[config.mk]
export PLATFORM = sky130hd
export DESIGN_NAME = sleep_wake_timer_table_unit
export DESIGN_NICKNAME = d
export VERILOG_FILES = /design/src/swt_pkg.sv /design/src/swt_ram.sv /design/src/swt_divider.sv /design/src/swt_datapath.sv /design/src/swt_controller.sv /design/src/sleep_wake_timer_table_unit.sv
export SDC_FILE = /design/constraint.sdc
export NUM_CORES = 1
export LEC_CHECK = 0
export BUFFER_PORTS_ARGS = -buffer_cell sky130_fd_sc_hd__buf_4
export CORE_ASPECT_RATIO = 1.2
export CORE_UTILIZATION = 25
export DETAILED_ROUTE_END_ITERATION = 7
export GPL_TIMING_DRIVEN = 0
export PLACE_DENSITY = 0.35
export SLEW_MARGIN = 20
export SYNTH_ARGS = -nofsm -noshare
export SYNTH_HDL_FRONTEND = slang
export SYNTH_SLANG_ARGS = --single-unit
[constraint.sdc]
create_clock -name clock -period 10.3 [get_ports clock]
set_input_delay 1.03 -clock clock [delete_from_list [all_inputs] [get_ports clock]]
set_output_delay 1.03 -clock clock [all_outputs]
set_load 0.05 [all_outputs]
[src/swt_pkg.sv]
package swt_pkg;

   localparam int TimeWidth           = 32;
   localparam int PeriodWidth         = 16;
   localparam int PidWidth            = 4;
   localparam int MaxWakes            = 16;
   localparam int ProcessCountDefault = 16;

   localparam logic [PeriodWidth-1:0] PeriodResetValue = PeriodWidth'(10);

   typedef enum logic [0:0] {
      OP_TICK  = 1'b0,
      OP_SLEEP = 1'b1
   } operation_type;

   // Commands from the controller to the datapath.
   typedef struct packed {
      logic tick_start;
      logic div_start;
      logic wake_write;
      logic scan_run;
      logic flush_run;
   } ctrl_cmd_type;

   // Status from the datapath to the controller.
   typedef struct packed {
      logic is_sleep;
      logic pid_in_range;
      logic div_done;
      logic scan_drained;
      logic flush_done;
   } ctrl_status_type;

endpackage

[src/swt_ram.sv]
module swt_ram #(
   parameter int WIDTH = 32,
   parameter int DEPTH = 16,
   localparam int AddrWidth = (DEPTH > 1) ? $clog2(DEPTH) : 1
) (
   input  logic                 clock,
   input  logic                 wr_en,
   input  logic [AddrWidth-1:0] wr_addr,
   input  logic [WIDTH-1:0]     wr_data,
   input  logic                 rd_en,
   input  logic [AddrWidth-1:0] rd_addr,
   output logic [WIDTH-1:0]     rd_data
);

   logic [WIDTH-1:0] mem_ff [DEPTH];
   logic [WIDTH-1:0] rd_data_ff;

   always_ff @(posedge clock) begin
      if (wr_en) begin
         mem_ff[wr_addr] <= wr_data;
      end
      if (rd_en) begin
         rd_data_ff <= mem_ff[rd_addr];
      end
   end

   assign rd_data = rd_data_ff;

endmodule

[src/swt_divider.sv]
module swt_divider
   import swt_pkg::*;
(
   input  logic                   clock,
   input  logic                   reset,
   input  logic                   start,
   input  logic [TimeWidth-1:0]   dividend,
   input  logic [PeriodWidth-1:0] divisor,
   output logic                   done,
   output logic [PeriodWidth-1:0] remainder
);

   // Restoring division, one quotient bit per cycle; only the remainder is kept.
   localparam int StepWidth = $clog2(TimeWidth);
   localparam logic [StepWidth-1:0] LastStep = StepWidth'(TimeWidth - 1);

   logic                   busy_ff, busy_in;
   logic                   done_ff, done_in;
   logic [StepWidth-1:0]   step_ff, step_in;
   logic [TimeWidth-1:0]   shift_ff, shift_in;
   logic [PeriodWidth-1:0] rem_ff, rem_in;
   logic [PeriodWidth-1:0] divisor_ff, divisor_in;
   logic [PeriodWidth:0]   trial;
   logic [PeriodWidth:0]   diff;

   always_comb begin
      trial      = {rem_ff, shift_ff[TimeWidth-1]};
      diff       = trial - {1'b0, divisor_ff};
      busy_in    = busy_ff;
      done_in    = 1'b0;
      step_in    = step_ff;
      shift_in   = shift_ff;
      rem_in     = rem_ff;
      divisor_in = divisor_ff;
      if (start) begin
         busy_in    = 1'b1;
         step_in    = '0;
         shift_in   = dividend;
         rem_in     = '0;
         divisor_in = divisor;
      end else if (busy_ff) begin
         shift_in = {shift_ff[TimeWidth-2:0], 1'b0};
         rem_in   = diff[PeriodWidth] ? trial[PeriodWidth-1:0] : diff[PeriodWidth-1:0];
         step_in  = step_ff + StepWidth'(1);
         if (step_ff == LastStep) begin
            busy_in = 1'b0;
            done_in = 1'b1;
         end
      end
   end

   always_ff @(posedge clock) begin
      if (reset) begin
         busy_ff <= 1'b0;
         done_ff <= 1'b0;
         step_ff <= '0;
      end else begin
         busy_ff <= busy_in;
         done_ff <= done_in;
         step_ff <= step_in;
      end
   end

   always_ff @(posedge clock) begin
      shift_ff   <= shift_in;
      rem_ff     <= rem_in;
      divisor_ff <= divisor_in;
   end

   assign done      = done_ff;
   assign remainder = rem_ff;

endmodule

[src/swt_datapath.sv]
module swt_datapath
   import swt_pkg::*;
#(
   parameter int PROCESS_COUNT = ProcessCountDefault
) (
   input  logic                   clock,
   input  logic                   reset,
   input  ctrl_cmd_type           cmd,
   output ctrl_status_type        status,
   input  logic                   req_operation,
   input  logic [PidWidth-1:0]    req_process_id,
   input  logic [TimeWidth-1:0]   req_sleep_ms,
   input  logic                   csr_write_enable,
   input  logic [PeriodWidth-1:0] csr_write_data,
   input  logic                   rsp_ready,
   output logic                   rsp_valid,
   output logic [PidWidth-1:0]    rsp_wake_process,
   output logic [TimeWidth-1:0]   rsp_time_now_ms,
   output logic                   rsp_last_wake
);

   localparam int IdxWidth     = (PROCESS_COUNT > 1) ? $clog2(PROCESS_COUNT) : 1;
   localparam int CntWidth     = $clog2(PROCESS_COUNT + 1);
   localparam int WakeCntWidth = $clog2(MaxWakes + 1);

   logic [PeriodWidth-1:0]   period_ff, period_in;
   logic [TimeWidth-1:0]     time_ff, time_in;
   logic [TimeWidth-1:0]     ms_ff, ms_in;
   logic [IdxWidth-1:0]      pid_ff, pid_in;
   logic [PROCESS_COUNT-1:0] valid_ff, valid_in;

   logic [CntWidth-1:0]      idx_ff, idx_in;
   logic                     cmp_valid_ff, cmp_valid_in;
   logic [IdxWidth-1:0]      cmp_idx_ff, cmp_idx_in;
   logic [WakeCntWidth-1:0]  count_ff, count_in;
   logic                     pend_valid_ff, pend_valid_in;
   logic [IdxWidth-1:0]      pend_idx_ff, pend_idx_in;

   logic                     rsp_valid_ff, rsp_valid_in;
   logic [PidWidth-1:0]      rsp_proc_ff, rsp_proc_in;
   logic [TimeWidth-1:0]     rsp_time_ff, rsp_time_in;
   logic                     rsp_last_ff, rsp_last_in;

   logic                     div_done;
   logic [PeriodWidth-1:0]   div_rem;
   logic [TimeWidth-1:0]     rounded;
   logic [TimeWidth-1:0]     wake_data;
   logic [TimeWidth-1:0]     rd_data;
   logic [TimeWidth-1:0]     wake_value;
   logic                     rd_en;
   logic                     issue_ok;
   logic                     match;
   logic                     out_free;
   logic                     stall;

   swt_divider u_divider (
      .clock     (clock),
      .reset     (reset),
      .start     (cmd.div_start),
      .dividend  (req_sleep_ms),
      .divisor   (period_ff),
      .done      (div_done),
      .remainder (div_rem)
   );

   swt_ram #(
      .WIDTH (TimeWidth),
      .DEPTH (PROCESS_COUNT)
   ) u_wake_ram (
      .clock   (clock),
      .wr_en   (cmd.wake_write),
      .wr_addr (pid_ff),
      .wr_data (wake_data),
      .rd_en   (rd_en),
      .rd_addr (idx_ff[IdxWidth-1:0]),
      .rd_data (rd_data)
   );

   // A zero period is out of range; every sleep then rounds to zero.
   assign rounded   = (period_ff == '0) ? '0 : ms_ff - TimeWidth'(div_rem);
   assign wake_data = time_ff + rounded;

   // Entries never written read as zero.
   assign wake_value = valid_ff[cmp_idx_ff] ? rd_data : '0;
   assign issue_ok   = (idx_ff < CntWidth'(PROCESS_COUNT)) &&
                       (count_ff < WakeCntWidth'(MaxWakes));
   assign match      = cmp_valid_ff && (count_ff < WakeCntWidth'(MaxWakes)) &&
                       (wake_value == time_ff);
   assign out_free   = !rsp_valid_ff || rsp_ready;
   assign stall      = match && pend_valid_ff && !out_free;
   assign rd_en      = cmd.scan_run && issue_ok && !stall;

   always_comb begin
      period_in     = csr_write_enable ? csr_write_data : period_ff;
      time_in       = time_ff;
      ms_in         = ms_ff;
      pid_in        = pid_ff;
      valid_in      = valid_ff;
      idx_in        = idx_ff;
      cmp_valid_in  = cmp_valid_ff;
      cmp_idx_in    = cmp_idx_ff;
      count_in      = count_ff;
      pend_valid_in = pend_valid_ff;
      pend_idx_in   = pend_idx_ff;
      rsp_valid_in  = rsp_valid_ff && !rsp_ready;
      rsp_proc_in   = rsp_proc_ff;
      rsp_time_in   = rsp_time_ff;
      rsp_last_in   = rsp_last_ff;

      if (cmd.div_start) begin
         ms_in  = req_sleep_ms;
         pid_in = IdxWidth'(req_process_id);
      end
      if (cmd.wake_write) begin
         valid_in[pid_ff] = 1'b1;
      end
      if (cmd.tick_start) begin
         time_in       = time_ff + TimeWidth'(period_ff);
         idx_in        = '0;
         cmp_valid_in  = 1'b0;
         count_in      = '0;
         pend_valid_in = 1'b0;
      end

      // The newest match is held back until the next one, or the end of
      // the scan, shows whether it is the last of the tick.
      if (cmd.scan_run && !stall) begin
         cmp_valid_in = issue_ok;
         if (issue_ok) begin
            cmp_idx_in = idx_ff[IdxWidth-1:0];
            idx_in     = idx_ff + CntWidth'(1);
         end
         if (match) begin
            count_in      = count_ff + WakeCntWidth'(1);
            pend_valid_in = 1'b1;
            pend_idx_in   = cmp_idx_ff;
            if (pend_valid_ff) begin
               rsp_valid_in = 1'b1;
               rsp_proc_in  = PidWidth'(pend_idx_ff);
               rsp_time_in  = time_ff;
               rsp_last_in  = 1'b0;
            end
         end
      end

      if (cmd.flush_run && pend_valid_ff && out_free) begin
         pend_valid_in = 1'b0;
         rsp_valid_in  = 1'b1;
         rsp_proc_in   = PidWidth'(pend_idx_ff);
         rsp_time_in   = time_ff;
         rsp_last_in   = 1'b1;
      end
   end

   always_ff @(posedge clock) begin
      if (reset) begin
         period_ff     <= PeriodResetValue;
         time_ff       <= '0;
         valid_ff      <= '0;
         idx_ff        <= '0;
         cmp_valid_ff  <= 1'b0;
         count_ff      <= '0;
         pend_valid_ff <= 1'b0;
         rsp_valid_ff  <= 1'b0;
      end else begin
         period_ff     <= period_in;
         time_ff       <= time_in;
         valid_ff      <= valid_in;
         idx_ff        <= idx_in;
         cmp_valid_ff  <= cmp_valid_in;
         count_ff      <= count_in;
         pend_valid_ff <= pend_valid_in;
         rsp_valid_ff  <= rsp_valid_in;
      end
   end

   always_ff @(posedge clock) begin
      ms_ff       <= ms_in;
      pid_ff      <= pid_in;
      cmp_idx_ff  <= cmp_idx_in;
      pend_idx_ff <= pend_idx_in;
      rsp_proc_ff <= rsp_proc_in;
      rsp_time_ff <= rsp_time_in;
      rsp_last_ff <= rsp_last_in;
   end

   assign status.is_sleep     = (req_operation == OP_SLEEP);
   assign status.pid_in_range = (32'(req_process_id) < 32'(PROCESS_COUNT));
   assign status.div_done     = div_done;
   assign status.scan_drained = !issue_ok && !cmp_valid_ff;
   assign status.flush_done   = !pend_valid_ff || out_free;

   assign rsp_valid        = rsp_valid_ff;
   assign rsp_wake_process = rsp_proc_ff;
   assign rsp_time_now_ms  = rsp_time_ff;
   assign rsp_last_wake    = rsp_last_ff;

endmodule

[src/swt_controller.sv]
module swt_controller
   import swt_pkg::*;
(
   input  logic            clock,
   input  logic            reset,
   input  logic            req_valid,
   output logic            req_ready,
   input  ctrl_status_type status,
   output ctrl_cmd_type    cmd
);

   typedef enum logic [4:0] {
      ST_IDLE   = 5'b00001,
      ST_DIVIDE = 5'b00010,
      ST_WRITE  = 5'b00100,
      ST_SCAN   = 5'b01000,
      ST_FLUSH  = 5'b10000
   } state_type;

   state_type state_ff, state_in;
   logic      accept;

   assign accept = req_valid && (state_ff == ST_IDLE);

   always_comb begin
      cmd.tick_start = accept && !status.is_sleep;
      cmd.div_start  = accept && status.is_sleep && status.pid_in_range;
      cmd.wake_write = (state_ff == ST_WRITE);
      cmd.scan_run   = (state_ff == ST_SCAN);
      cmd.flush_run  = (state_ff == ST_FLUSH);
   end

   always_comb begin
      state_in = state_ff;
      case (state_ff)
         ST_IDLE: begin
            if (cmd.tick_start) begin
               state_in = ST_SCAN;
            end else if (cmd.div_start) begin
               state_in = ST_DIVIDE;
            end
         end
         ST_DIVIDE: begin
            if (status.div_done) begin
               state_in = ST_WRITE;
            end
         end
         ST_WRITE: begin
            state_in = ST_IDLE;
         end
         ST_SCAN: begin
            if (status.scan_drained) begin
               state_in = ST_FLUSH;
            end
         end
         ST_FLUSH: begin
            if (status.flush_done) begin
               state_in = ST_IDLE;
            end
         end
         default: begin
            state_in = ST_IDLE;
         end
      endcase
   end

   always_ff @(posedge clock) begin
      if (reset) begin
         state_ff <= ST_IDLE;
      end else begin
         state_ff <= state_in;
      end
   end

   assign req_ready = (state_ff == ST_IDLE);

endmodule

[src/sleep_wake_timer_table_unit.sv]
// Multi-channel wakeup timer. The block keeps a 32-bit millisecond clock and
// one wake time per process. A sleep transfer sets that process's wake time
// to now plus the requested duration rounded down to a whole number of tick
// periods; it returns nothing, and a process index of PROCESS_COUNT or more
// is ignored. A tick transfer advances the clock by the period last written
// through csr_write_data and returns one transfer per process whose wake time
// equals the new time, in index order, at most sixteen, with rsp_last_wake
// set on the final one; a tick with no match returns nothing. One item is
// worked on at a time. A sleep occupies the block from its transfer until
// the next item can be taken: first the bit-serial remainder divider runs,
// then the controller sees the divider finish, then the wake table is
// written. A tick occupies it while the wake table RAM is scanned, read
// one entry per cycle except while the result side holds rsp_ready low
// with a result waiting, and its final result is handed on. The result
// register lets the next item be taken while the final result of a tick
// still waits. Wake entries that were never written read as zero through
// per-entry valid flags, so no clearing pass follows reset. The tick
// period resets to 10 ms and may only be written while the block is idle.
module sleep_wake_timer_table_unit
   import swt_pkg::*;
#(
   parameter int PROCESS_COUNT = ProcessCountDefault
) (
   input  logic                   clock,
   input  logic                   reset,
   input  logic                   req_valid,
   output logic                   req_ready,
   input  logic                   req_operation,
   input  logic [PidWidth-1:0]    req_process_id,
   input  logic [TimeWidth-1:0]   req_sleep_ms,
   input  logic                   csr_write_enable,
   input  logic [PeriodWidth-1:0] csr_write_data,
   output logic                   rsp_valid,
   input  logic                   rsp_ready,
   output logic [PidWidth-1:0]    rsp_wake_process,
   output logic [TimeWidth-1:0]   rsp_time_now_ms,
   output logic                   rsp_last_wake
);

   // The controller sequences each item; the datapath holds the clock, the
   // wake table, the divider and the result register.
   ctrl_cmd_type    cmd;
   ctrl_status_type status;

   swt_controller u_controller (
      .clock     (clock),
      .reset     (reset),
      .req_valid (req_valid),
      .req_ready (req_ready),
      .status    (status),
      .cmd       (cmd)
   );

   swt_datapath #(
      .PROCESS_COUNT (PROCESS_COUNT)
   ) u_datapath (
      .clock            (clock),
      .reset            (reset),
      .cmd              (cmd),
      .status           (status),
      .req_operation    (req_operation),
      .req_process_id   (req_process_id),
      .req_sleep_ms     (req_sleep_ms),
      .csr_write_enable (csr_write_enable),
      .csr_write_data   (csr_write_data),
      .rsp_ready        (rsp_ready),
      .rsp_valid        (rsp_valid),
      .rsp_wake_process (rsp_wake_process),
      .rsp_time_now_ms  (rsp_time_now_ms),
      .rsp_last_wake    (rsp_last_wake)
   );

endmodule

; ---- Word level (Yosys, flattened, before mapping)
; Memories as Yosys holds them, arrays and structs flattened. A register that Yosys moved wholly into a read port is not among the register bits.
; Cells that the tools add are included.
[classes]
addsub = 7
n_mul = 0
n_div = 0
magnitude_cmp = 5
n_eq_ne = 11
shift = 0
mux = 44
bitwise = 2
n_reduce_logical = 40
[ops]
columns = op, count
row1 = $mux W32, 8
row2 = $mux W5, 11
row3 = $add A32 B16 Y32, 1
row4 = $add A32 B32 Y32, 1
row5 = $eq A32 B32 Y1, 1
row6 = $sub A32 B16 Y32, 1
row7 = $pmux W5 S4, 1
row8 = $mux W1, 17
row9 = $sub A17 B16 Y17, 1
row10 = $logic_and A1 B1 Y1, 16
row11 = $logic_not A16 Y1, 1
row12 = $mux W16, 1
row13 = $mux W4, 4
row14 = $or A16 B16 Y16, 1
row15 = $add A5 B1 Y5 const B, 3
row16 = $eq A5 B5 Y1 const B, 2
row17 = $lt A4 B5 Y1 const B, 2
row18 = $lt A5 B5 Y1 const B, 2
row19 = $reduce_bool A2 Y1, 5
row20 = $logic_not A1 Y1, 8
row21 = $reduce_and A3 Y1, 2
row22 = $eq A5 B1 Y1 const B, 1
row23 = $eq A5 B2 Y1 const B, 1
row24 = $eq A5 B3 Y1 const B, 1
row25 = 13 further kinds, 17
[totals]
regBits = 234
latchBits = 0
ram_bits = 512
mem_bits_ro = 0
input_bits = 58
output_inout_bits = 39
mem_count = 1
[memory_table]
columns = name, depth, width, read_ports, rd_ports_with_merged_regs, write_ports, line
row1 = u_datapath.u_wake_ram.mem_ff, 16, 32, 1, 1, 1, swt_ram.sv:15  ; logic [WIDTH-1:0] mem_ff [DEPTH];

; ---- Longest topological paths before layout
; Gate-level depths: netlist of run 1.
[depth]
word_depth = 11
depth_mapped = 24

; ---- Modules after synthesis
; Synthesis of run 1 repeated with hierarchy kept, for this count alone.
[unflattened]
cells_unflattened = 2301
hier_area_um2 = 34395.5
[modules_own_cells]
columns = mod, n_inst, cells_per_inst, area_each_um2, seq_area_each_um2
row1 = swt_ram, 1, 838, 20174.3, 16335.7
row2 = swt_datapath, 1, 1099, 10124.7, 3963.8
row3 = swt_divider, 1, 324, 3729.8, 1901.8
row4 = swt_controller, 1, 40, 366.6, 100.1

; ---- Worst setup path before layout of run 1
; OpenSTA, ideal clock, no wires.
[synth_timing]
kind = register to register
from = register u_datapath.ms_ff[0]
to = memory u_datapath.u_wake_ram.mem_ff[0][31] (data pin)
setup_ns = 0.314
arrival_time_ns = 4.609
slack_ns = 5.377
path_stages_with_launch = 24
synth_period_minus_slack_ns = 4.923
cell_sequence = edfxtp_1 -> inv_1 -> ha_1 -> fa_1 -> nor2b_1 -> o21ai_0 -> a21boi_0 -> o21ai_0 -> a21boi_0 -> o21ai_0 -> o21bai_1 -> a21oi_1 -> xor2_1 -> nor2_1 -> ha_1 -> nand2_1 -> or3_1 -> o21ai_0 -> o41ai_2 -> o311ai_0 -> nand2_1 -> o21ai_0 -> a21oi_1 -> xnor3_1
[synth_via]
elab_chain_len = 3
[synth_rtl]
columns = item, line
row1 = "start, declared", swt_datapath.sv:28  ; logic [TimeWidth-1:0] ms_ff, ms_in;
row2 = "start signal, assigned", swt_datapath.sv:178  ; ms_ff <= ms_in;
row3 = $sub A32 B16 Y32, swt_datapath.sv:80  ; assign rounded = (period_ff == '0) ? '0 : ms_ff - TimeWidth'(div_rem);
row4 = $mux W32, swt_datapath.sv:80
row5 = $add A32 B32 Y32, swt_datapath.sv:81  ; assign wake_data = time_ff + rounded;
row6 = named net u_datapath.u_wake_ram.wr_data[31], swt_ram.sv:9  ; input logic [WIDTH-1:0] wr_data,
row7 = "end, declared", swt_ram.sv:15
; The timed path passes the listed nets, and every way through them passes these cells.

; ---- Worst setup path in the final report of run 1
[layout_timing]
from = register u_datapath.ms_ff[0]
to = memory u_datapath.u_wake_ram.mem_ff[8][31] (data pin)
; The elaborated chain is that of the path after synthesis.

==> results of run 1 <==
cell type report:
cell class                 count  area share (%)
clock buffer                 116           5.932
inverter                      74          0.6781
multi-input combinational   1259           27.18
timing repair buffer         153           3.895
clock inverter                48           1.552
sequential                   778           54.45
antenna                        3         0.01833
buffer                        83          0.8370
tap                         1788           5.462
state kept, by name (all words and copies together) (netlist names), 16 cells and up:
| register | cells |
|---|---|
| u_datapath.u_divider.remainder | 16 |
| u_datapath.u_wake_ram.rd_data | 32 |
| u_datapath.period_ff | 16 |
| u_datapath.u_divider.divisor_ff | 16 |
| u_datapath.time_ff | 32 |
| u_datapath.rsp_time_now_ms | 32 |
| u_datapath.u_wake_ram.mem_ff | 512 |
| u_datapath.u_divider.shift_ff | 32 |
| u_datapath.ms_ff | 32 |
| u_datapath.valid_ff | 16 |
cell usage in the layout (no fill, tap or decap), types with 16 or more instances in the layout:
master	instances
nor4_1	18
a21oi_1	89
mux2i_1	30
or3_1	17
nor2b_1	26
xnor2_2	27
nor3_1	34
buf_4	113
nor2_1	136
o21ai_0	55
a21o_1	18
nand2b_1	23
nand3_1	47
mux4_2	163
nand2_1	169
o22ai_1	19
buf_12	19
ha_1	83
clkbuf_1	73
o211ai_1	18
and3_1	20
clkinv_2	16
dfxtp_1	106
edfxtp_1	672
xnor2_1	37
clkbuf_16	90
inv_1	73
per-layer routing:
metal  GRT usage, %  vias to the layer above  part of all wire (%)
met2          30.13                      408                    54
met5              0                        -                     0
met4          5.104                        0                   2.5
li1               -                     9072                     -
met3          2.037                      137                   3.5
met1          18.41                    10370                    40
path summary, 6_finish.rpt:
kind                                                 from                                   to  slack (ns)  depth (start not counted)
worst max-delay path                  u_datapath.ms_ff[0]  u_datapath.u_wake_ram.mem_ff[8][31]        3.25                         23
worst min-delay path            u_datapath.pend_idx_ff[3]       u_datapath.rsp_wake_process[3]        0.43                          0
worst max register to register        u_datapath.ms_ff[0]  u_datapath.u_wake_ram.mem_ff[8][31]        3.25                         23
worst min register to register  u_datapath.pend_idx_ff[3]       u_datapath.rsp_wake_process[3]        0.43                          0
stage by stage:
step	instances	power [W]	setup slack, ns	hold slack, ns
2_1_floorplan	2194	0.005005	5.377	0.4003
3_3_place_gp	4076	0.005566	1.992	0.4118
3_5_place_dp	4135	0.005731	3.174	0.4193
4_1_cts	4299	0.009135	3.132	0.4333
5_1_grt	4299	0.009401	2.790	0.4385
6_report	4302	0.009006	3.246	0.4340
report_power, final:
part           internal [W]  total (W)  switching [W]
Sequential          0.00389    0.00395      0.0000579
Combinational      0.000558    0.00171        0.00115
Clock               0.00200    0.00335        0.00135
Total               0.00645    0.00901        0.00256
kinds of logic after synthesis:
family,share of synthesized area (%)
muxes,12.32
and+or+nand+nor,8.097
DFF,66.20
adders and majority gates,3.320
xor gates and xnor gates,2.199
AOI/OAI and AO/OA,6.091
buffers and inverters,1.772
worst register-to-register path: stages, from the launching register on:
cell and delay [ns]:
edfxtp_1 0.32, inv_1 0.05, ha_1 0.20, fa_1 0.39, nor2b_1 0.15, o21ai_0 0.11
a21boi_0 0.26, o21ai_0 0.15, a21boi_0 0.64, o21ai_0 0.28, o21bai_1 0.19, a21oi_1 0.09
xor2_1 0.16, nor2_1 0.07, ha_1 0.43, nand2_1 0.06, or3_1 0.33, o21ai_0 0.59
o41ai_2 0.27, o311ai_0 0.58, nand2_1 0.22, o21ai_0 0.24, a21oi_1 0.14, xnor3_1 0.80
==> flow_results.org, run 1 <==
** Min path
- The tightest min-delay check is of the reg2reg type.

** Synth
- After synthesis, the share of flip-flops with an asynchronous set or reset is 0%.
- Library cell with the highest instance count after synthesis :: edfxtp_1
- Leading register cell type out of synthesis :: edfxtp_1
- Area contributors post-synth :: edfxtp_1, mux4_2, dfxtp_1
- Ranked by instance count, the synthesized netlist is headed by edfxtp_1, nand2_1, mux4_2, nor2_1, dfxtp_1.
- Synthesis inferred 778 register bits.
- The number of different library cells used by synthesis comes to 79.
- Post-synthesis instance area :: 0.03369 mm^2
- Number of enable-type register cells in the synthesized netlist :: about 670
- Averaged over all synthesized cells, the footprint is about 15 um^2.
- Counting every instance in the synthesized netlist gives 2194.
- Yosys warns :: 0
- Sequential area share after synthesis :: 66.20%
- edfxtp_1 takes more of the synthesized area than any other cell.
- The number of nets handed over by synthesis was 2339.
- Area share of the largest cell type after synthesis :: 59.90%

** Global route
- Entering global routing, the biggest net connects 42 pins.
- Total grt overflow :: 0
- Number of global-route vias before repair :: between 20k and 25k
- Global routing used about 16% of the available tracks across all layers.
- The number of antenna violations at the first check in global routing is 4.
- The first global-routing pass estimated between 150 and 200 mm of wire.

** Placement
- IO Port Bufs :: 94
- Summed over all nets, the half-perimeter wirelength after detailed placement is 79.27 mm.
- Final RePlAce weighted congestion :: roughly 0.9
- Placed instance area :: 0.03786 mm^2

** Run
- Maximum Capacitance Violations :: 0

** Worst setup path
- Critical-path cell with the highest stage delay :: xnor3_1
- Among cell families on the critical path, the largest total delay comes from compound AO/OA/AOI/OAI gates.
- Crit path arrival time :: 7.41 ns
- STA puts the critical path data required time at 10.65 ns.
- Critical Path Sink Type :: flip-flop
- Largest stage delay, worst path :: 0.80 ns
- Along the worst path, the maximum fanout reaches 16.
- By instance count, the cell type seen most on the critical path is o21ai_0.
- Class of the most critical setup path :: reg2reg
- Sequence of cells on the critical path :: inv_1, ha_1, fa_1, nor2b_1, o21ai_0, a21boi_0, o21ai_0, a21boi_0, o21ai_0, o21bai_1, a21oi_1, xor2_1, nor2_1, ha_1, nand2_1, or3_1, o21ai_0, o41ai_2, o311ai_0, nand2_1, o21ai_0, a21oi_1, xnor3_1
- Buffers and inverters on the worst path :: 1
- The worst setup path is launched from a flip-flop.

** Timing
- Static timing analysis puts the maximum clock frequency at between 0.1 and 0.15 GHz.
- Setup violations remaining at the end of the flow were counted as 0.
- In this run the tightest slew margin relative to its limit is about 26%.
- Crit share post-route :: 68.48%
- Number of max-slew violations in the final report :: 0
- For the pin with the worst max-slew slack, the measured transition is 1.114 ns.
- Setup repair after global routing left no endpoint under its margin.
- After routing, the total negative slack on setup checks comes to 0 ns.
- The smallest clock period supported by the final layout is computed as 7.054 ns.
- The hold violation total from the final report is 0.
- Clock Skews :: 0.02730 ns

** Die
- The total area inside the core boundary comes to 0.1337 mm^2.
- Die ar. :: 0.1362 mm^2
- 97 I/O pins were placed.
- Standard-cell row count :: 147
- Die span in y :: 404.1 um
- Die width :: 337.1 um
- Initial Util :: 25.19%

** Clocking
- Clock latency on the worst-skew pair :: 0.68 ns
- Clock tree synthesis inserted a total of just under 90 buffers.
- Number of H-tree levels :: 3
- Post-cts gate resize count :: 0
- CTS Sinks :: 778
- The tree is rooted in a clkbuf_16.
- In this run, post-CTS hold repair placed 0 buffers.
- Clock transition at path regs :: roughly 0.060 ns
- The number of setup buffers added after CTS is 0.
- TritonCTS built the clock tree.
- Counting along the longest clock path gives a buffer depth of 3.

** Cells and area
- Summing all multi-input logic gate instances after layout gives 0.01113 mm^2.
- Cells fill 30.63% of the core in the end.
- Fraction of final layout cells sized beyond drive strength 1 :: about 22%
- Total non-filler cell area in the finished layout :: 0.04096 mm^2
- Total Nets Final :: between 2k and 3k
- Filler Cells Inserted :: 13.19k
- Area Overhead vs Synth :: 21.59%
- In the final layout, flip-flops and latches occupy 0.02230 mm^2.

** Drt
- First drt pass iteration count :: 5
- After detailed routing, the number of vias per cell comes to 4.646.
- The detailed router placed 19.99k vias in this run.
- In this run the remaining antenna-violating nets after routing total 0.
- DR WL/cell :: approximately 25 um
- Initial DRC count :: about 1.2k
- Detailed-route wire length :: 107.9 mm
- After detailed routing, the number of remaining DRC violations is 0.

** Power
- Dividing total power by cell area gives a power density of 219.9 mW/mm^2.
- Largest voltage drop on the vdd net :: around 110 uV
- The analysis attributes to cell leakage a power of approximately 14 nW.

** Outcome
- Outcome :: completed
Power figures use the tool's default switching activity.
==> run 2: changes to the inputs <==
==> constraint.sdc (replaced) <==
create_clock -name clock -period 7.3 [get_ports clock]
set_input_delay 0.73 -clock clock [delete_from_list [all_inputs] [get_ports clock]]
set_output_delay 0.73 -clock clock [all_outputs]
set_load 0.05 [all_outputs]
==> flow_results.org, run 2 (synthesized netlist as in run 1, its figures left out) <==
** Outcome
- The flow ran to the end, and the final reports show no timing, DRC or antenna violations.

** Worst setup path
- Worst reg2reg path startpoint :: u_datapath.ms_ff[0]
- The critical path arrival is 7.13 ns (-0.28 ns).
- Maximum fanout along the worst path :: 16 (unchanged)
- CP required :: 7.63 ns (-3.02 ns)
- The cell depth of the worst flop-to-flop path was 23 (unchanged).
- Startpoint Class :: flip-flop
- Reg2reg end :: u_datapath.u_wake_ram.mem_ff[8][31]
- The worst setup path is captured at a flip-flop.
- Class of the most critical setup path :: reg2reg
- Reg2Reg Setup Slack :: 0.51 ns (-2.74 ns)

** Cells and area
- Commonest cells after routing, fill and taps aside :: edfxtp_1, nand2_1, mux4_2
- Most frequent standard cell in the layout excluding fill and tap cells :: edfxtp_1
- The share of post-route cells with drive strength above 1 came to 22.18% (+0.040 points).
- The number of flip-flops under the largest register name is 512 (unchanged).
- Total Nets Final :: 2582 (unchanged)
- Area Overhead vs Synth :: 21.63% (about the same)
- u_datapath.u_wake_ram.mem_ff holds more flip-flops than any other register.
- The final instance count without filler cells was 4303 (+0.023%).
- The core utilization of the finished layout came to 30.64% (about the same).

** Power
- PwrDens :: 310.3 mW/mm^2 (+41%)
- The leakage power is 13.82 nW (about the same).
- The power after layout is 0.01272 W (+41%).
- The maximum VDD drop is 148.2 uV (+41%).

** Clocking
- Clock transition at path regs :: 0.06 ns (about the same)
- The post-cts hold buffer count is 0 (unchanged).
- The clock net sink count was 778 (unchanged).
- Number of buffers inserted to repair setup after CTS :: 0 (unchanged)
- The H-tree depth was 3 (unchanged).
- Cts bufs inserted :: 88 (unchanged)
- Bufs on Longest Clock Path :: 3 (unchanged)
- CTS Root Cell :: clkbuf_16
- Post-cts gate resize count :: 0 (unchanged)
- Clock latency on the worst-skew pair :: 0.68 ns (about the same)
- TritonCTS built the clock tree.

** Placement
- Pre-CTS WS :: 0.1743 ns (-3.000 ns)
- Number of placed instances with taps included :: 4135 (unchanged)
- The detailed-placement wirelength estimate came to 79.27 mm (unchanged).
- The number of I/O port buffers is 94 (unchanged).
- Final RePlAce weighted congestion :: 0.9057 (unchanged)

** Timing
- Achievable Freq :: 0.1472 GHz (+3.9%)
- Final Worst Setup Slack :: 0.5081 ns (-2.738 ns)
- The portion of the clock cycle consumed by the worst path in the final layout is 93.04% (+25 points).
- The headroom to the max-slew limit came to 25.93% (+0.17 points).
- The hold violation total from the final report is 0 (unchanged).
- Tmin final :: 6.792 ns (-0.2618 ns)
- Clock Skews :: 0.02623 ns (-0.001074 ns)
- Actual transition at the worst max-transition pin :: 1.111 ns (-0.002605 ns)
- Setup repair after global routing left no endpoint under its margin.
- The number of setup violations in the final report was 0 (unchanged).
- Number of max-slew violations in the final report :: 0 (unchanged)

** Die
- Die width :: 337.1 um (unchanged)
- The height of the die is 404.1 um (unchanged).
- The initial core utilization came to 25.19% (unchanged).
- Standard-cell row count :: 147 (unchanged)
- Die ar. :: 0.1362 mm^2 (unchanged)
- Placeable core area :: 0.1337 mm^2 (unchanged)
- The top-level port count came to 97 (unchanged).

** Min path
- The worst hold path terminates at u_datapath.ms_ff[18].
- The min-delay analysis places its worst path in the category in2reg.
- Number of instances on the worst hold path :: 1 (+1)
- Hold Path Origin :: req_sleep_ms[18]

** Global route
- The global-route wire length before repair was 153.1 mm (unchanged).
- Antenna violations before repair :: 4 (unchanged)
- Total grt overflow :: 0 (unchanged)
- Number of global-route vias before repair :: 21.17k (unchanged)
- The total routing usage reported by global routing is 15.97% (unchanged).
- Pin count of the biggest net entering global routing :: 42 (unchanged)

** Drt
- DRC viols :: 0 (unchanged)
- Detailed-route wire length :: 107.9 mm (about the same)
- Number of nets with antenna violations after routing :: 0 (unchanged)
- The routed length per placed instance is 25.07 um (about the same).
- The number of DRC violations after detailed-routing iteration 0 was 1242 (+2.6%).
- First drt pass iteration count :: 5 (unchanged)
- The total number of vias came to 19.98k (-0.025%).
- Via density :: 4.644 (about the same)

** Run
- Maximum Capacitance Violations :: 0 (unchanged)
[run 2: cell count changes in the layout (fill, tap and decap cells not counted)]
| cell | before | now |
|---|---|---|
| diode_2 | 3 | 4 |
| xnor2_2 | 27 | 26 |
| xnor2_4 | 0 | 1 |
| xnor3_1 | 1 | 0 |
| xnor3_2 | 0 | 1 |
[run 2: worst max-delay path, cell delays in order, from the launching register on]
cell      delay (ns)
edfxtp_1        0.32
inv_1           0.05
ha_1            0.20
fa_1            0.38
nor2b_1         0.15
o21ai_0         0.11
a21boi_0        0.26
o21ai_0         0.15
a21boi_0        0.64
o21ai_0         0.27
o21bai_1        0.19
a21oi_1         0.09
xor2_1          0.16
nor2_1          0.07
ha_1            0.43
nand2_1         0.06
or3_1           0.33
o21ai_0         0.59
o41ai_2         0.27
o311ai_0        0.55
nand2_1         0.21
o21ai_0         0.23
a21oi_1         0.13
xnor3_2         0.57
[run 2: worst max-delay path by stage]
| stage | from | end | slack (ns) | cells past startpoint |
|---|---|---|---|---|
| after detailed placement | u_datapath.period_ff[11] | u_datapath.u_wake_ram.mem_ff[1][31] | 0.17 | 16 |
| after floorplan | u_datapath.ms_ff[0] | u_datapath.u_wake_ram.mem_ff[0][31] | 2.38 | 23 |
| final | u_datapath.ms_ff[0] | u_datapath.u_wake_ram.mem_ff[8][31] | 0.51 | 23 |
| after global placement | u_controller.state_ff[4] | u_datapath.u_wake_ram.mem_ff[12][24] | -1.01 | 4 |
| after CTS | u_datapath.period_ff[11] | u_datapath.u_wake_ram.mem_ff[8][31] | 0.13 | 16 |
| after global routing | u_datapath.ms_ff[0] | u_datapath.u_wake_ram.mem_ff[8][31] | 0.02 | 23 |
[run 2: metrics by stage]
stage / hold WS (ns) / TNS, ns / cell area [um^2]
floorplan: 0.4003 / 0 / 33690
finish: 0.2364 / 0 / 40980
global placement: 0.4118 / -105.58 / 36630
detailed placement: 0.4193 / 0 / 37860
CTS: 0.1701 / 0 / 40920
global route: 0.1931 / 0 / 40970
[run 2: power by group]
group	internal [W]	switching [W]
Combinational	0.000787	0.00162
Clock	0.00282	0.00191
Sequential	0.00549	0.0000818
Total	0.00910	0.00361
[run 2: layout make-up]
cell class | count | area, um^2
antenna | 4 | 10.01
buffer | 83 | 342.8
clock buffer | 116 | 2430
clock inverter | 48 | 635.6
fill | 13193 | 92740
inverter | 74 | 277.8
multi-input combinational | 1259 | 11150
sequential | 778 | 22300
tap | 1788 | 2237
timing repair buffer | 153 | 1595
[run 2: routing by layer]
layer / part of all wire [%] / wire length (um) / track usage, %
met3: 3.3 / 3599 / 2.037
met2: 55 / 58870 / 30.13
met1: 40 / 42670 / 18.41
met4: 2.5 / 2734 / 5.104
met5: 0 / 0 / 0
==> run 3: changes to the inputs <==
--- a/config.mk
+++ b/config.mk
@@ -9,7 +9,6 @@
 export CORE_ASPECT_RATIO = 1.2
 export CORE_UTILIZATION = 25
 export DETAILED_ROUTE_END_ITERATION = 7
-export GPL_TIMING_DRIVEN = 0
 export PLACE_DENSITY = 0.35
 export SLEW_MARGIN = 20
 export SYNTH_ARGS = -nofsm -noshare
==> flow_results.org, run 3 (synthesized netlist as in run 1, its figures left out) <==
** Timing
- The summed negative setup slack over all endpoints is 0 ns (unchanged).
- The portion of the clock cycle consumed by the worst path in the final layout is 83.33% (-9.7 points).
- The hold violation total from the final report came to 0 (unchanged).
- Setup repair after global routing left no endpoint under its margin.
- Final Worst Setup Slack :: 1.217 ns (+0.7089 ns)
- The number of setup violations in the final report is 0 (unchanged).
- The headroom to the max-slew limit is 34.36% (+8.4 points).
- The minimum clock period is 6.083 ns (-0.7089 ns).
- Final hold slack :: 0.2432 ns (+0.006820 ns)
- Actual transition at the worst max-transition pin :: 0.9797 ns (-0.1313 ns)
- Number of max-slew violations in the final report :: 0 (unchanged)
- Achievable Freq :: 0.1644 GHz (+12%)
- The clock skew came to 0.02485 ns (-0.001377 ns).

** Worst setup path
- CP required :: 7.62 ns (about the same)
- Worst reg2reg path startpoint :: u_datapath.ms_ff[0]
- Worst setup startpoint :: u_datapath.ms_ff[0]
- Class of the most critical setup path :: reg2reg
- Critical Path Sink Type :: flip-flop
- The maximum fanout along the worst path was 16 (unchanged).
- Crit path arrival time :: 6.40 ns (-0.73 ns)
- In this run the critical register-to-register path is captured at u_datapath.u_wake_ram.mem_ff[14][31].
- Reg2Reg Setup Slack :: 1.22 ns (+0.71 ns)
- Startpoint Class :: flip-flop
- The cell depth of the worst flop-to-flop path is 24 (+4.3%).

** Clocking
- TritonCTS built the clock tree.
- The buffer depth of the longest clock path was 3 (unchanged).
- Number of hold-repair buffers added at the cts stage :: 0 (unchanged)
- CTS Root Cell :: clkbuf_16
- Clock transition at path regs :: 0.06 ns (about the same)
- The H-tree depth came to 3 (unchanged).
- The insertion delay of the later-clocked pin in the worst-skew pair came to 0.68 ns (about the same).
- The clock net sink count came to 778 (unchanged).
- Number of buffers inserted to repair setup after CTS :: 0 (unchanged)
- The post-cts repair resize count was 0 (unchanged).
- Cts bufs inserted :: 86 (-2.3%)

** Cells and area
- Total non-filler cell area in the finished layout :: 0.03985 mm^2 (-2.7%)
- The sequential cell area in the final layout came to 0.02231 mm^2 (about the same).
- Area Overhead vs Synth :: 18.30%
- The final instance count without filler cells is 4219 (-2.0%).
- The number of filler instances in the final layout is 13.29k (+0.74%).
- Most frequent standard cell in the layout excluding fill and tap cells :: edfxtp_1
- Largest register FFs :: 512 (unchanged)
- Footprint of the multi-input gates :: 0.01095 mm^2 (-1.8%)
- Fraction of final layout cells sized beyond drive strength 1 :: 20.87% (-1.3 points)
- The library cells used most frequently in the layout, excluding fill and tap cells, are edfxtp_1, nand2_1, mux4_2.
- The net count reported at finish came to 2506 (-2.9%).
- Register name with the most flops :: u_datapath.u_wake_ram.mem_ff

** Power
- PwrDens :: 308.9 mW/mm^2 (-0.44%)
- Leakage :: 13.30 nW (-3.8%)
- The maximum VDD drop came to 159.6 uV (+7.7%).

** Die
- Die span in y :: 404.1 um (unchanged)
- The die outline area was 0.1362 mm^2 (unchanged).
- The initial core utilization is 25.19% (unchanged).
- The core region area was 0.1337 mm^2 (unchanged).
- The chip width is 337.1 um (unchanged).
- Boundary Pins :: 97 (unchanged)
- The standard-cell row count was 147 (unchanged).

** Min path
- Hold Path Origin :: req_sleep_ms[14]
- The worst hold path terminates at u_datapath.ms_ff[14].
- Worst min-delay path class :: in2reg
- Number of instances on the worst hold path :: 1 (unchanged)

** Drt
- The average vias per placed instance was 4.641 (about the same).
- DRC viols :: 0 (unchanged)
- Number of nets with antenna violations after routing :: 0 (unchanged)
- Initial DRC count :: 1021 (-18%)
- The total number of vias was 19.58k (-2.0%).
- First drt pass iteration count :: 5 (unchanged)
- DR WL/cell :: 24.45 um (-2.5%)
- The total wire length after detailed routing came to 103.2 mm (-4.4%).

** Placement
- Final RePlAce weighted congestion :: 0.8203 (-9.4%)
- Placed instance area :: 0.03702 mm^2 (-2.2%)
- IO Port Bufs :: 96 (+2.1%)
- The detailed-placement wirelength estimate came to 65.66 mm (-17%).
- The setup slack at placement was 1.219 ns (+1.045 ns).
- Number of placed instances with taps included :: 4061 (-1.8%)

** Outcome
- The flow ran to the end, and the final reports show no timing, DRC or antenna violations.

** Run
- Maximum Capacitance Violations :: 0 (unchanged)

** Global route
- The total routing usage reported by global routing was 15.26% (-0.71 points).
- Number of global-route vias before repair :: 20.48k (-3.3%)
- Global-route wire length before repair :: 148.5 mm (-3.0%)
- Total grt overflow :: 0 (unchanged)
- The number of antenna violations at the first check in global routing was 0 (-4).
- The largest net degree at the start of global routing came to 121 (+190%).
[run 3: cell count changes in the layout (fill, tap and decap cells not counted), sizes merged]
cell,previous run,this run
diode,4,2
inv,79,78
clkinvlp,4,1
clkinv,26,38
buf,172,162
bufinv,13,11
clkbuf,180,102
[run 3: worst max path at each step]
stage | to | slack [ns] | cells after the start
2_1_floorplan | u_datapath.u_wake_ram.mem_ff[0][31] | 2.38 | 23
3_3_place_gp | u_datapath.u_wake_ram.mem_ff[14][31] | 1.15 | 24
3_5_place_dp | u_datapath.u_wake_ram.mem_ff[13][31] | 1.22 | 24
4_1_cts | u_datapath.u_wake_ram.mem_ff[14][31] | 1.19 | 24
5_1_grt | u_datapath.u_wake_ram.mem_ff[12][31] | 0.70 | 24
6_report | u_datapath.u_wake_ram.mem_ff[14][31] | 1.22 | 24
[run 3: stage by stage]
| step | util, % | total power (W) |
|---|---|---|
| after floorplan | - | 0.007062 |
| after global placement | 27.68 | 0.007951 |
| after detailed placement | 27.68 | 0.008000 |
| after CTS | 29.79 | 0.01252 |
| after global routing | 29.80 | 0.01288 |
| final | 29.80 | 0.01231 |
[run 3: final cells by class]
cell class                      instances  area share (%)
Tap cell                             1788           5.613
Timing Repair Buffer                  162           3.114
Multi-Input combinational cell       1259           27.48
Clock buffer                          102           5.576
Sequential cell                       778           55.99
Clock inverter                         54           1.510
Antenna cell                            2         0.01256
Inverter                               74          0.7064
[run 3: power breakdown]
part | internal [W] | switching (W)
Sequential | 0.00548 | 0.0000879
Clock | 0.00258 | 0.00185
Combinational | 0.000782 | 0.00153
Total | 0.00884 | 0.00347
[run 3: worst max-delay path: stages, from the launching register on]
cell      delay (ns)
edfxtp_1        0.33
inv_1           0.04
ha_1            0.20
fa_1            0.38
nor2b_1         0.17
o21ai_0         0.14
a21boi_0        0.36
o21ai_0         0.17
a21boi_0        0.20
buf_4           0.16
o21ai_0         0.12
o21bai_1        0.15
a21oi_1         0.09
xor2_1          0.15
nor2_1          0.07
ha_1            0.36
nand2_1         0.06
or3_1           0.32
o21ai_0         0.49
o41ai_2         0.22
o311ai_0        0.53
nand2_1         0.18
o21ai_0         0.19
a21oi_1         0.10
xnor3_1         0.57
[run 3: layer usage]
layer  wire length, um  vias to the layer above  share of wire [%]  track usage, %
li1                  -                     8924                  -               -
met1             43410                    10216                 42           18.64
met2             54410                      325                 53           27.71
met3              3068                      114                3.0           1.926
met4              2279                        0                2.2           4.601
met5                 0                        -                  0               0
